===== src/rtl/nlvm_pkg.sv =====
`default_nettype none
// ----------------------------------------------------------------------------
// nlvm_pkg: shared types and constants of the noise LFSR voice mixer
// Level codes, field widths, noise reset values and the per-voice level rule.
// ----------------------------------------------------------------------------
package nlvm_pkg;

	localparam int unsigned NUM_VOICES = 3;
	localparam int unsigned LEVEL_W    = 3;
	localparam int unsigned SUM_W      = 5;   // four levels of at most 4 each
	localparam int unsigned VOL_W      = 4;
	localparam int unsigned PROD_W     = 8;   // 16 * 15 = 240
	localparam int unsigned PWM_W      = 9;
	localparam int unsigned PCM_W      = 15;
	localparam int unsigned BIAS_W     = 8;
	localparam int unsigned LFSR_W     = 16;
	localparam int unsigned SHIFT_W    = 8;

	localparam logic [LEVEL_W-1:0] LEVEL_HIGH = 3'd4;
	localparam logic [LEVEL_W-1:0] LEVEL_LOW  = 3'd0;
	localparam logic [LEVEL_W-1:0] LEVEL_IDLE = 3'd1;

	localparam logic [LFSR_W-1:0]  LFSR_RESET  = 16'hFFFF;
	localparam logic [SHIFT_W-1:0] SHIFT_RESET = 8'h00;

	typedef logic [LEVEL_W-1:0] level_t;

	// Control of the noise generator for one word.
	typedef struct packed {
		logic step;     // clock the LFSR with this word
		logic enable;   // noise channel enable
	} noise_ctl_t;

	// A disabled channel sits at the idle level; an enabled one follows its bit.
	function automatic level_t level_of(input logic enabled, input logic bit_val);
		level_t lvl;
		if (!enabled) begin
			lvl = LEVEL_IDLE;
		end else if (bit_val) begin
			lvl = LEVEL_HIGH;
		end else begin
			lvl = LEVEL_LOW;
		end
		return lvl;
	endfunction

endpackage
`default_nettype wire


===== src/rtl/noise_lfsr_voice_mixer.sv =====
`default_nettype none
// ----------------------------------------------------------------------------
// noise_lfsr_voice_mixer: noise generator and four-channel volume mixer
// Mixes three tone voices with an LFSR noise channel and scales by volume.
// ----------------------------------------------------------------------------
//
//  Channel  Handshake            Payload
//  -------  -------------------  ---------------------------------------------
//  in       in_valid / in_stall  voice_enables, voice_bits, noise_step,
//                                noise_enable, volume
//  out      out_valid/out_stall  pwm_level, pcm_sample
//  cfg      cfg_valid/cfg_ready  cfg_data (pwm_bias)
//
// Each accepted word lands in the input register; as it moves on to the
// result register, the noise generator steps and the mix is formed, and the
// result register drives the output. One word per cycle is sustained while
// out_stall is low. The input side stalls only when the input register is
// full and the result register is held by out_stall. Reset clears both valid
// flags, loads the LFSR with all ones, clears the noise shift register, sets
// the noise level to the idle level and clears pwm_bias. cfg_ready is always
// high.
// ----------------------------------------------------------------------------
module noise_lfsr_voice_mixer (
	input  wire logic                               clk,
	input  wire logic                               arst_n,

	input  wire logic                               in_valid,
	output      logic                               in_stall,
	input  wire logic [nlvm_pkg::NUM_VOICES-1:0]    voice_enables,
	input  wire logic [nlvm_pkg::NUM_VOICES-1:0]    voice_bits,
	input  wire logic                               noise_step,
	input  wire logic                               noise_enable,
	input  wire logic [nlvm_pkg::VOL_W-1:0]         volume,

	output      logic                               out_valid,
	input  wire logic                               out_stall,
	output      logic [nlvm_pkg::PWM_W-1:0]         pwm_level,
	output      logic signed [nlvm_pkg::PCM_W-1:0]  pcm_sample,

	input  wire logic                               cfg_valid,
	output      logic                               cfg_ready,
	input  wire logic [nlvm_pkg::BIAS_W-1:0]        cfg_data
);
	import nlvm_pkg::*;

	// Input register.
	logic                  valid_s1;
	logic [NUM_VOICES-1:0] enables_s1;
	logic [NUM_VOICES-1:0] bits_s1;
	logic                  step_s1;
	logic                  nen_s1;
	logic [VOL_W-1:0]      vol_s1;

	// Result register and bias register.
	logic                  out_valid_q;
	logic [PWM_W-1:0]      pwm_q;
	logic [PCM_W-1:0]      pcm_q;
	logic [BIAS_W-1:0]     bias_q;

	logic                  advance;
	logic                  in_accept;
	noise_ctl_t            noise_ctl;
	level_t                noise_level;
	logic [SUM_W-1:0]      sum;
	logic [PROD_W-1:0]     prod;
	logic [PWM_W-1:0]      pwm_d;
	logic [PCM_W-1:0]      pcm_d;

	// The word in the input register moves on whenever the result register is
	// empty or is being taken this cycle.
	assign advance   = valid_s1 && (!out_valid_q || !out_stall);
	assign in_stall  = valid_s1 && !advance;
	assign in_accept = in_valid && !in_stall;
	assign cfg_ready = 1'b1;

	// The noise generator steps only as its word leaves the input register.
	assign noise_ctl = '{step: advance && step_s1, enable: nen_s1};

	nlvm_noise u_noise (
		.clk        (clk),
		.arst_n     (arst_n),
		.ctl        (noise_ctl),
		.level_next (noise_level)
	);

	// Mix with the noise level after this word's step.
	always_comb begin
		sum = SUM_W'(noise_level);
		for (int i = 0; i < NUM_VOICES; i++) begin
			sum = sum + SUM_W'(level_of(enables_s1[i], bits_s1[i]));
		end
		prod  = PROD_W'(sum * vol_s1);
		pwm_d = PWM_W'(prod) + PWM_W'(bias_q);
		pcm_d = PCM_W'({prod, 6'b0}) - PCM_W'({vol_s1, 8'b0});
	end

	always_ff @(posedge clk or negedge arst_n) begin
		if (!arst_n) begin
			valid_s1    <= 1'b0;
			out_valid_q <= 1'b0;
			bias_q      <= '0;
		end else begin
			if (in_accept) begin
				valid_s1 <= 1'b1;
			end else if (advance) begin
				valid_s1 <= 1'b0;
			end
			if (advance) begin
				out_valid_q <= 1'b1;
			end else if (!out_stall) begin
				out_valid_q <= 1'b0;
			end
			if (cfg_valid && cfg_ready) begin
				bias_q <= cfg_data;
			end
		end
	end

	always_ff @(posedge clk) begin
		if (in_accept) begin
			enables_s1 <= voice_enables;
			bits_s1    <= voice_bits;
			step_s1    <= noise_step;
			nen_s1     <= noise_enable;
			vol_s1     <= volume;
		end
		if (advance) begin
			pwm_q <= pwm_d;
			pcm_q <= pcm_d;
		end
	end

	assign out_valid  = out_valid_q;
	assign pwm_level  = pwm_q;
	assign pcm_sample = signed'(pcm_q);

endmodule
`default_nettype wire


===== src/rtl/nlvm_noise.sv =====
`default_nettype none
// ----------------------------------------------------------------------------
// nlvm_noise: noise LFSR, noise shift register and noise level
// Gives the noise level that holds after the current word's step.
// ----------------------------------------------------------------------------
module nlvm_noise (
	input  wire logic                clk,
	input  wire logic                arst_n,
	input  wire nlvm_pkg::noise_ctl_t ctl,
	output nlvm_pkg::level_t         level_next
);
	import nlvm_pkg::*;

	logic [LFSR_W-1:0]  lfsr_q;
	logic [SHIFT_W-1:0] shift_q;
	level_t             level_q;

	logic               feedback;
	logic               new_bit;
	logic               rise;
	logic               shift_in;
	logic [LFSR_W-1:0]  lfsr_d;
	logic [SHIFT_W-1:0] shift_d;

	always_comb begin
		feedback = lfsr_q[3] ^ lfsr_q[12] ^ lfsr_q[14] ^ lfsr_q[15];
		new_bit  = ctl.enable ? feedback : 1'b1;
		// The shift register moves only when the LFSR's low bit goes from 0 to 1.
		rise     = ctl.step && new_bit && !lfsr_q[0];
		shift_in = !shift_q[SHIFT_W-1] && ctl.enable;
		lfsr_d   = ctl.step ? {lfsr_q[LFSR_W-2:0], new_bit} : lfsr_q;
		shift_d  = rise ? {shift_q[SHIFT_W-2:0], shift_in} : shift_q;
		level_next = rise ? level_of(ctl.enable, shift_in) : level_q;
	end

	always_ff @(posedge clk or negedge arst_n) begin
		if (!arst_n) begin
			lfsr_q  <= LFSR_RESET;
			shift_q <= SHIFT_RESET;
			level_q <= LEVEL_IDLE;
		end else begin
			lfsr_q  <= lfsr_d;
			shift_q <= shift_d;
			level_q <= level_next;
		end
	end

endmodule
`default_nettype wire

===== config.mk =====
export PLATFORM = sky130hd
export DESIGN_NAME = noise_lfsr_voice_mixer
export DESIGN_NICKNAME = d
export VERILOG_FILES = /design/src/rtl/nlvm_pkg.sv /design/src/rtl/noise_lfsr_voice_mixer.sv /design/src/rtl/nlvm_noise.sv
export SDC_FILE = /design/constraint.sdc
export NUM_CORES = 1
export LEC_CHECK = 0
export BUFFER_PORTS_ARGS = -buffer_cell sky130_fd_sc_hd__buf_2
export CORE_MARGIN = 4
export CORE_UTILIZATION = 35
export DETAILED_ROUTE_END_ITERATION = 10
export HOLD_SLACK_MARGIN = 0.02
export PLACE_DENSITY_LB_ADDON = 0.15
export RECOVER_POWER = 25
export SYNTH_ARGS = -nofsm -noshare
export SYNTH_HDL_FRONTEND = slang
export SYNTH_SLANG_ARGS = --single-unit
export TNS_END_PERCENT = 1

===== constraint.sdc =====
create_clock -name clk -period 8.06 [get_ports clk]
set_input_delay 0.403 -clock clk [delete_from_list [all_inputs] [get_ports clk]]
set_output_delay 0.403 -clock clk [all_outputs]
set_load 0.02 [all_outputs]

Word-level counts from Yosys, hierarchy flattened
Cells that the tools add are included.

storage, ports and cells
  register bits after elaboration = 73
  output and inout port bits = 27
  word-level logic and storage cells = 52

operators by class
  equality and inequality tests = 1
  $add $sub $neg = 5
  muxes and demuxes = 14
  bitwise operators = 3
  reduce and logical (&&, ||, !) cells = 15
  multipliers = 1

operator list
  operator            number
  $mux 3              9
  $sub 14x12->15      1
  $add 8x8->9         1
  $mul 5x4->8         1
  $logic_and 1x1->1   7
  $logic_not 1->1     6
  $add 4x3->5         1
  $add 5x3->5         1
  $mux 1              5
  $add 3x3->4         1
  $xor 1x1->1         3
  $ne 2x1->1 const B  1
  $reduce_bool 2->1   1
  $logic_or 1x1->1    1

Depth between registers and ports, before layout
Gate-level depths: netlist (run 1).

  depth after elaboration = 12
  depth in mapped cells = 26

Hierarchy
From an unflattened synthesis (run 1), not the netlist that was laid out.

second synthesis, totals
  cell total of the unflattened synthesis = 272
  area, all modules = 3594.7 um^2

by module, submodules not included
  module                  area each (um^2)  cells each  times used
  noise_lfsr_voice_mixer  2533.7            204         1
  nlvm_noise              1061.0            68          1

Least setup slack after synthesis (run 1)
No wires, ideal clock.

  path type = register -> register
  start = reg out_valid_q, in the netlist out_valid
  end = reg pwm_q[7], in the netlist pwm_level[7] (data pin)
  path slack = 1671 ps
  library setup time = 266 ps
  period minus slack after synthesis = 6389 ps
  required time = 7794 ps
  stages on the path, launching flop included = 26
  data arrival time = 6123 ps
  cell sequence = dfrtp_1 -> nand2_1 -> nand3_1 -> a21oi_1 -> and2b_2 -> buf_6 -> mux2_4 -> fa_1 -> ha_1 -> fa_1 -> xor2_1 -> and2_1 -> fa_1 -> inv_1 -> fa_1 -> inv_1 -> ha_1 -> nor2b_1 -> o21a_1 -> or3_4 -> and2_2 -> ha_1 -> o21a_1 -> nor2_1 -> nor3_1 -> xor2_1

between the ends
  longest elaborated chain between the ends = 12

RTL lines
  what                            RTL line                       RTL
  start: declaration              noise_lfsr_voice_mixer.sv:55   logic out_valid_q;
  start signal: assignment        noise_lfsr_voice_mixer.sv:100  out_valid_q <= 1'b0;
  start signal: assignment        noise_lfsr_voice_mixer.sv:109  out_valid_q <= 1'b1;
  start signal: assignment        noise_lfsr_voice_mixer.sv:111  out_valid_q <= 1'b0;
  $logic_not 1->1                 noise_lfsr_voice_mixer.sv:71   assign advance = valid_s1 && (!out_valid_q || !out_stall);
  $logic_or 1x1->1                noise_lfsr_voice_mixer.sv:71
  $logic_and 1x1->1               noise_lfsr_voice_mixer.sv:71
  $logic_and 1x1->1               noise_lfsr_voice_mixer.sv:77   assign noise_ctl = '{step: advance && step_s1, enable: nen_s1};
  $logic_and 1x1->1 (2 in a row)  nlvm_noise.sv:29               rise = ctl.step && new_bit && !lfsr_q[0];
  $mux 3                          nlvm_noise.sv:33               level_next = rise ? level_of(ctl.enable, shift_in) : level_q;
  net noise_level[2]              noise_lfsr_voice_mixer.sv:63   level_t noise_level;
  $add 3x3->4                     noise_lfsr_voice_mixer.sv:90   sum = sum + SUM_W'(level_of(enables_s1[i], bits_s1[i]));
  $add 4x3->5                     noise_lfsr_voice_mixer.sv:90
  $add 5x3->5                     noise_lfsr_voice_mixer.sv:90
  $mul 5x4->8                     noise_lfsr_voice_mixer.sv:92   prod = PROD_W'(sum * vol_s1);
  $add 8x8->9                     noise_lfsr_voice_mixer.sv:93   pwm_d = PWM_W'(prod) + PWM_W'(bias_q);
  net pwm_d[7]                    noise_lfsr_voice_mixer.sv:66   logic [PWM_W-1:0] pwm_d;
  end signal: assignment          noise_lfsr_voice_mixer.sv:128  pwm_q <= pwm_d;
  end: declaration                noise_lfsr_voice_mixer.sv:56   logic [PWM_W-1:0] pwm_q;

The timed path passes the listed nets, and every way through them passes these cells.
A chain may end at the register's enable or synchronous reset.

Final worst setup path (run 1)
  start = reg u_noise.lfsr_q[12]
  end = reg pwm_q[7], in the netlist pwm_level[7] (data pin)

between the ends
  longest elaborated chain between the ends = 12

RTL lines
  what                            RTL line                      RTL
  start: declaration              nlvm_noise.sv:14              logic [LFSR_W-1:0] lfsr_q;
  start signal: assignment        nlvm_noise.sv:42              lfsr_q <= lfsr_d;
  $xor 1x1->1 (3 in a row)        nlvm_noise.sv:26              feedback = lfsr_q[3] ^ lfsr_q[12] ^ lfsr_q[14] ^ lfsr_q[15];
  $mux 1                          nlvm_noise.sv:27              new_bit = ctl.enable ? feedback : 1'b1;
  $logic_and 1x1->1 (2 in a row)  nlvm_noise.sv:29
  $mux 3                          nlvm_noise.sv:33
  net noise_level[2]              noise_lfsr_voice_mixer.sv:63
  $add 3x3->4                     noise_lfsr_voice_mixer.sv:90
  $add 4x3->5                     noise_lfsr_voice_mixer.sv:90
  $add 5x3->5                     noise_lfsr_voice_mixer.sv:90
  $mul 5x4->8                     noise_lfsr_voice_mixer.sv:92
  $add 8x8->9                     noise_lfsr_voice_mixer.sv:93
  net pwm_d[7]                    noise_lfsr_voice_mixer.sv:66

The timed path passes the listed nets, and every way through them passes these cells.

==> results.toml, run 1 <==
[run_status]
run_status = "finished, violations left"
violations = "max-capacitance violations, max-slew violations"

[clock_network]
cts_setup_buffers = 0
h-tree-depth = 3
cts_tree = "yes"
clk_path_buf_depth = 2
clkSlewWorstSetupHoldPaths_ns = 0.07
numCtsBuffers = 9
clkLatencyLatePin_ns = 0.34
ctsResizeCount = 0
cts.sinks = 67
cts-root-buf = "clkbuf_8"
cts_hold_buf = 0

[detailed_routing]
drc_errors = 0
ant_nets = 0
initialDrtViolationCount = 37
drt_pass1_iterations = 5
wl_per_cell_um = 13.3
vias = 2011
vias_per_cell = 4.42
drt_wl_total_um = 6070

[synth]
yosysMostFrequentCell = "edfxtp_1"
synth_warnings = 0
synth_top_area_share_pct = 24.9
ys_seq_elements = 67
synth_edf_count = 30
synth_area_leader_cell = "edfxtp_1"
yosys-top-cells-count = "30 x edfxtp_1, 29 x ha_1, 24 x mux2_2, 21 x inv_1, 20 x dfrtp_1"
synth_area_mm2 = 0.00362
syn_inst = 266
synthFlopType = "edfxtp_1"
yosysSeqAreaShare_pct = 51.1
postSynthAreaPerCell_um2 = 13.6
synth_cell_type_count = 36
ys_top_cells_by_area = "edfxtp_1 25%, dfrtp_1 14%, dfstp_2 12%"
synthArstFlopShare_pct = 55.2

[die]
die_w_um = 110
ios = 52
coreArea_mm2 = 0.00991
rows = 36
design.die.area_mm2 = 0.0120
start_util_pct = 36.5
die_h_um = 110

[layout]
final_area_mm2 = 0.00416
fill_cells = 951
antenna_cells = 0
drive_gt1_share_pct = 34.2
area_delta_synth_final_pct = 15.1
final_nets = 382
multi_input_area_mm2 = 0.00164
seq_area_mm2 = 0.00185

[grt]
antenna_found_initial = 0
grt_pass1_wl_um = 10100
grt_use_total_pct = 11.2
grt_max_degree = 38
gr-usage-met3_pct = 3.23
grt_pass1_vias = 2089
busiest_layer = "met2"
use_met1_pct = 14.4
gr-total-overflow = 0
met2_usage_pct = 17.8

[setup_path]
slowest_stage = "dfstp_2"
path_class = "flip-flop to flip-flop"
cp.arrival_ns = 6.77
cp-end-kind = "flip-flop"
critPathBufInv = 2
critPathMaxStageDelay_ns = 0.55
critPathLaunchType = "flip-flop"
crit_chain = "xor2_1 -> xnor2_1 -> a21oi_1 -> and2b_2 -> mux2_4 -> fa_1 -> ha_1 -> fa_1 -> xor2_1 -> and2_1 -> fa_1 -> inv_1 -> fa_1 -> inv_1 -> ha_1 -> nor2b_1 -> o21a_1 -> or3_4 -> and2_2 -> ha_1 -> o21a_1 -> nor2_1 -> nor3_1 -> xor2_1"
cp_data_required_time_ns = 8.15
cp_common_cell = "fa_1"
crit_fanout = 11
cp_top_family = "adder cells"

[timing]
rsz0062_at_grt = "no"
slew_violations = 38
slew_headroom_pct = -34.0
tightestPinTransition_ns = 2.01
clock_skew_ns = 0.00717
hold_viol_final = 0
max_freq_mhz = 150
min_period_over_period_pct = 82.9
setup_viol_count_final = 0
finalWorstPathRequiredPeriod_ns = 6.68
fin_setup_tns_ns = 0

[worst_hold_path]
hold_path.class = "input port to flip-flop"

[place]
portBuffers = 44
dpl_cell_area_mm2 = 0.00396
gp_congestion = 0.708
place_hpwl_um = 4710

[run]
cap_viol_max_count = 1
flip-flops by register name, summed over array words and instances, names as in the netlist:
register and cells:
bias_q 8, u_noise.lfsr_q 16, u_noise.shift_q 8, valid_s1 1, bits_s1 3, nen_s1 1, step_s1 1, vol_s1 4
u_noise.level_q 3, pcm_sample 9, out_valid 1, enables_s1 3, pwm_level 9
per-stage QoR:
step,std cells,setup WS (ns),hold WS (ns),util (%)
floorplan,271,1.67,0.107,-
global placement,439,1.43,0.488,39.9
detailed placement,439,1.31,0.494,39.9
CTS,455,1.37,0.182,42.0
global route,455,0.957,0.212,42.0
finish,455,1.38,0.228,42.0
path summary, 6_finish.rpt:
check                                   startpoint                  to  slack [ns]  cells past startpoint
worst max-delay path            u_noise.lfsr_q[12]        pwm_level[7]        1.38                     24
worst min-delay path              voice_enables[1]       enables_s1[1]        0.23                      1
worst max register to register  u_noise.lfsr_q[12]        pwm_level[7]        1.38                     24
worst min register to register  u_noise.shift_q[0]  u_noise.shift_q[1]        0.51                      1
max in group asynchronous                   arst_n  u_noise.shift_q[5]        6.29                      1
min in group asynchronous                   arst_n            valid_s1        0.63                      1
layer usage:
metal / wire length (um) / share of wire [%] / vias to the layer above
met5: 0 / 0 / -
met4: 102 / 1.7 / 0
met3: 302 / 5.0 / 11
met2: 2760 / 45 / 44
met1: 2910 / 48 / 945
li1: - / - / 1011
placed cells by master (no fill, tap or decap), drive strengths merged:
cell type / count
xnor2: 9
clkinv: 2
o21a: 2
nor4: 1
a21o: 10
nor2: 6
mux2: 32
clkbuf: 16
a221oi: 1
o21ai: 4
xor2: 9
nor3b: 1
nand2: 4
nor3: 1
nor2b: 3
ha: 29
o211a: 1
buf: 43
and2b: 1
a211oi: 3
nand2b: 3
nand3: 2
fa: 11
o21bai: 3
edfxtp: 30
dfrtp: 20
a21oi: 9
dfstp: 17
inv: 21
mux2i: 1
conb: 7
or3: 1
and2: 19
layout make-up:
type                    count  share of cell area, %
clock buffers              14                   4.69
flip-flops and latches     67                   44.4
well taps                 133                   4.00
repair buffers             45                   5.41
inverters                  21                   1.89
multi-input cells         173                   39.3
clock inverters             2                  0.331
cells by family after synthesis:
family / Yosys count / synth area share, %
AO/OA/AOI/OAI: 33 / 6.23
XOR/XNOR: 18 / 4.36
adder cells (fa/ha/maj): 40 / 16.1
buffers and inverters: 31 / 4.19
flip-flops: 67 / 51.1
multiplexers: 33 / 11.1
other: 2 / 0.208
AND/OR/NAND/NOR: 42 / 6.75
Power of run 1 is left out: the tool's default activity adds up to more than one toggle a clock period on the data nets, which glitch-free logic cannot reach.
==> run 2, diff against run 1 <==
ABC_AREA = 1   (was unset)
clock period = 6 ns   (was 8.06 ns; I/O delays follow)
==> run 2 against run 1 <==
Effect of this change:
- the flow still finishes with violations (max-capacitance violations, max-slew violations)
- wire length is 13% higher
- sequential share of layout area is 3.3 points lower
- highest routed layer unchanged
- synthesized area is 6.0% higher
- hold slack worse by 0.10 ns
- synthesized cell count is 48% higher
- fmax is 19% higher
- flip-flop and latch count stayed put
- die area is 5.5% higher
- final cell count is 29% higher
- non-clock buffer count is 5 higher
==> results.toml, run 2 <==
[clock_network]
numCtsBuffers = 9
h-tree-depth = 3
clkLatencyLatePin_ns = 0.34
cts-root-buf = "clkbuf_8"
clkSlewWorstSetupHoldPaths_ns = 0.08
cts.sinks = 67
cts_tree = "yes"
clk_path_buf_depth = 2

[run]
cap_viol_max_count = 1

[grt]
grt_pass1_wl_um = 12400
gr-total-overflow = 0
grt_max_degree = 38
grt_pass1_vias = 2690
antenna_found_initial = 0
grt_use_total_pct = 12.1

[detailed_routing]
drt_pass1_iterations = 6
wl_met3_um = 370
ant_nets = 0
drc_errors = 0
met1Wirelength_um = 3340
vias = 2610
vias_per_cell = 4.45
drt_wl_total_um = 6840
highest_layer = "met4"
wl_met2_um = 3040
initialDrtViolationCount = 115
wl_per_cell_um = 11.6

[synth]
synth-simple-area-share_pct = 17.6
synth_top_area_share_pct = 23.5
synthFlopType = "edfxtp_1"
yosys-top-cells-count = "104 x nand2_1, 64 x inv_1, 30 x edfxtp_1, 29 x ha_1, 21 x nand3_1"
synth_area_leader_cell = "edfxtp_1"
synth_fa_ha_area_share_pct = 15.2
synthMuxAreaShare_pct = 2.35
ys_seq_elements = 67
synth-xor-area-share_pct = 2.51
synth_cell_type_count = 29
synth_edf_count = 30
ys_top_cells_by_area = "edfxtp_1 23%, dfrtp_1 13%, dfstp_2 12%"
syn_inst = 393
synth_top_family_by_area = "simple AND/OR/NAND/NOR gates"
synth_warnings = 0
postSynthAreaPerCell_um2 = 9.75
synthArstFlopShare_pct = 55.2
synth_compound_area_share_pct = 4.60
yosysMostFrequentCell = "nand2_1"
yosysSeqAreaShare_pct = 48.2
synth_area_mm2 = 0.00383

[timing]
slew_violations = 38
max_freq_mhz = 179
layout_setup_ws_ns = 0.408
finalWorstPathRequiredPeriod_ns = 5.59
tightestPinTransition_ns = 2.02
clock_skew_ns = 0.00952
min_period_over_period_pct = 93.2
slew_headroom_pct = -34.6
setup_viol_count_final = 0
hold_viol_final = 0

[layout]
final_cell_mix = "102 x nand2_1, 62 x inv_1, 43 x buf_2, 30 x edfxtp_1, 23 x ha_1"
top_register = "u_noise.lfsr_q"
area_delta_synth_final_pct = 17.2
antenna_cells = 0
layout_commonest_cell = "nand2_1"
final_nets = 511
largest_reg_flops = 16
drive_gt1_share_pct = 28.2

[die]
design.die.area_mm2 = 0.0127
rows = 37
coreArea_mm2 = 0.0105
ios = 52
die_h_um = 113
die_w_um = 113
start_util_pct = 36.5

[setup_path]
critPathMaxStageDelay_ns = 0.54
cp.arrival_ns = 5.70
cp-end-kind = "flip-flop"
slowest_stage = "dfstp_2"
path_class = "flip-flop to flip-flop"
cp_common_cell = "nand2_1"
cp_data_required_time_ns = 6.10
crit_fanout = 5
critPathLaunchType = "flip-flop"

[worst_hold_path]
hold_path.class = "input port to flip-flop"

[place]
gp_congestion = 0.800
place_hpwl_um = 5200
dp_slack_ns = 0.104
portBuffers = 44

[run_status]
run_status = "finished, violations left"
violations = "max-capacitance violations, max-slew violations"
-- run 2: changes by cell type after synthesis, moves of 6 or more --
| cell | previous run | this run |
|---|---|---|
| nand2_1 | 4 | 104 |
| inv_1 | 21 | 64 |
| nand3_1 | 2 | 21 |
| and2_1 | 18 | 0 |
| mux2_2 | 24 | 8 |
| nor2_1 | 6 | 16 |
| a21o_1 | 10 | 2 |
| mux2_4 | 8 | 0 |
| o21ai_2 | 0 | 7 |
| nand2_2 | 0 | 6 |
-- run 2: critical path: cells and delay by family, from the launching register on --
kind                     cells  cell delay, ns
flip-flops                   1            0.54
AO/OA/AOI/OAI                1            0.17
buffers and inverters        7            0.43
XOR/XNOR                     1            0.19
adder cells (fa/ha/maj)      8            2.88
AND/OR/NAND/NOR             17            1.14
-- run 2: timing repair --
item / in CTS / in global routing
hold buffers: 0 / 0
setup endpoints to repair: 0 / 7
resized for setup: 0 / 20
buffers inserted: 0 / 3
-- run 2: area by class of cell --
class	count	area [um2]
clock inverter	4	28.8
multi-input combinational	250	1750
inverter	68	255
tap	136	170
fill	1039	6020
clock buffer	12	178
sequential	67	1850
timing repair buffer	50	264
-- run 2: worst paths after layout --
check / from / to / slack, ns / cells past startpoint
hold / removal: voice_enables[2] / enables_s1[2] / 0.13 / 1
max in group asynchronous: arst_n / bias_q[3] / 4.31 / 1
min in group asynchronous: arst_n / out_valid / 0.53 / 1
setup reg to reg: u_noise.lfsr_q[3] / pwm_level[8] / 0.41 / 34
hold reg to reg: u_noise.lfsr_q[5] / u_noise.lfsr_q[5] / 0.46 / 2
setup / recovery: u_noise.lfsr_q[3] / pwm_level[8] / 0.41 / 34
-- run 2: kinds of logic after synthesis --
family,after synthesis
fa+ha+maj,40
simple gates,156
mux,8
other cells,2
flops,67
compound gates,28
buf+inv,81
xor+xnor,11
-- run 2: metal layers --
layer  global-route usage (%)  vias to the layer above
met3                     3.07                        8
met2                     19.0                       56
met4                     4.09                        0
met1                     16.2                     1205
li1                         -                     1341
met5                        0                        -
-- run 2: through the flow --
step | utilization [%] | TNS, ns | area [um2] | cells | hold slack [ns]
after detailed placement | 39.6 | 0 | 4170 | 568 | 0.453
after global routing | 42.8 | -0.0274 | 4490 | 587 | 0.115
after floorplan | - | 0 | 3850 | 398 | 0.00441
after global placement | 39.6 | 0 | 4170 | 568 | 0.452
after CTS | 41.6 | 0 | 4370 | 584 | 0.0927
final | 42.8 | 0 | 4490 | 587 | 0.128
Power of run 2 is left out for the same reason.
==> run 3, diff against run 2 <==
PLACE_DENSITY_LB_ADDON = 0.12   (was 0.15)
RECOVER_POWER = unset   (was 25)
==> run 3 against run 2 <==
Effect of this change:
- the run now ends clean
- largest cell class unchanged
- final cell count shrank 0.17%
- register-to-register slack lost 0.08 ns
- clock skew rose by 0.0023 ns
- clock-buffer cell count is 1 higher
==> results.toml, run 3 (synthesized netlist as in run 2, its figures left out) <==
[timing]
rsz0062_at_grt = "yes"
max_freq_mhz = 176
setup_viol_count_final = 0
tightestPinTransition_ns = 1.10
clock_skew_ns = 0.0118
slew_headroom_pct = 26.5
slew_violations = 0
hold_viol_final = 0
min_period_over_period_pct = 94.6
finalWorstPathRequiredPeriod_ns = 5.68

[layout]
layout_commonest_cell = "nand2_1"
final_cell_mix = "103 x nand2_1, 63 x inv_1, 44 x buf_2, 30 x edfxtp_1, 25 x ha_1"
area_delta_synth_final_pct = 15.7
top_register = "u_noise.lfsr_q"
final_nets = 510
largest_reg_flops = 16
fin_util_pct = 42.2
drive_gt1_share_pct = 26.4
antenna_cells = 0

[setup_path]
cp.arrival_ns = 5.88
cp-end-kind = "flip-flop"
cp_data_required_time_ns = 6.20
slowest_stage = "dfstp_2"
critPathBufInv = 7
critPathMaxStageDelay_ns = 0.55
critPathLaunchType = "flip-flop"
path_class = "flip-flop to flip-flop"
cp_common_cell = "nand2_1"
crit_fanout = 5
cp_top_family = "adder cells"

[clock_network]
numCtsBuffers = 9
clk_path_buf_depth = 2
cts-root-buf = "clkbuf_8"
cts_tree = "yes"
h-tree-depth = 3
clkSlewWorstSetupHoldPaths_ns = 0.08
clkLatencyLatePin_ns = 0.34
cts.sinks = 67

[worst_hold_path]
hold_path.class = "input port to async pin"

[detailed_routing]
ant_nets = 0
vias = 2589
drt_wl_total_um = 7000
drt_pass1_iterations = 4
vias_per_cell = 4.42
drc_errors = 0
initialDrtViolationCount = 106
wl_per_cell_um = 11.9

[die]
die_w_um = 113
start_util_pct = 36.5
ios = 52
rows = 37
die_h_um = 113
design.die.area_mm2 = 0.0127
coreArea_mm2 = 0.0105

[grt]
grt_pass1_wl_um = 12300
grt_max_degree = 38
gr-total-overflow = 0
grt_pass1_vias = 2629
antenna_found_initial = 0
grt_use_total_pct = 12.0

[place]
place_hpwl_um = 5260
portBuffers = 44
gp_congestion = 0.766

[run]
cap_viol_max_count = 0

[run_status]
run_status = "complete, no violations"
[run 3: cell type report]
cell class	count	area, um2
Inverter	68	255
Multi-Input combinational cell	250	1710
Timing Repair Buffer	49	258
Fill cell	1023	6070
Clock inverter	3	20.0
Sequential cell	67	1850
Clock buffer	13	170
Tap cell	136	170
[run 3: worst register-to-register path, delay by kind of cell (launching register included)]
kind	cells	cell delay (ns)
DFF	1	0.55
adders and majority gates	8	2.97
AOI/OAI and AO/OA	3	0.48
and+or+nand+nor	12	0.90
buffers and inverters	7	0.43
xor gates and xnor gates	1	0.20
[run 3: per-stage QoR]
step	TNS, ns	setup WS [ns]	hold slack (ns)	cell area [um2]	std cells
3_5_place_dp	0	0.105	0.455	4170	568
5_1_grt	-0.0119	-0.00920	0.0983	4440	586
6_report	0	0.324	0.0491	4440	586
4_1_cts	0	0.0870	0.0704	4360	584
2_1_floorplan	0	0.254	0.00441	3850	398
3_3_place_gp	0	0.125	0.452	4170	568
[run 3: repair_timing]
item	4_1_cts	5_1_grt
endpoints found under the setup margin	0	6
hold buffers	0	0
setup buffers	0	2
hold endpoints to repair	0	0
resized for setup	0	12
[run 3: worst paths after layout]
check / from / to / slack (ns) / cells after the start
worst min-delay path: arst_n / valid_s1 / 0.05 / 1
worst max register to register: u_noise.lfsr_q[15] / pcm_sample[14] / 0.32 / 31
min in group clk: voice_enables[0] / enables_s1[0] / 0.13 / 1
max in group asynchronous: arst_n / u_noise.shift_q[0] / 5.42 / 1
worst max-delay path: u_noise.lfsr_q[15] / pcm_sample[14] / 0.32 / 31
worst min register to register: u_noise.lfsr_q[5] / u_noise.lfsr_q[5] / 0.46 / 2
[run 3: metal layers]
layer / share of wire, % / track usage (%)
met4: 1.3 / 3.85
met5: 0 / 0
met2: 44 / 18.2
met1: 49 / 16.5
met3: 5.1 / 3.72
Power of run 3 is left out for the same reason.
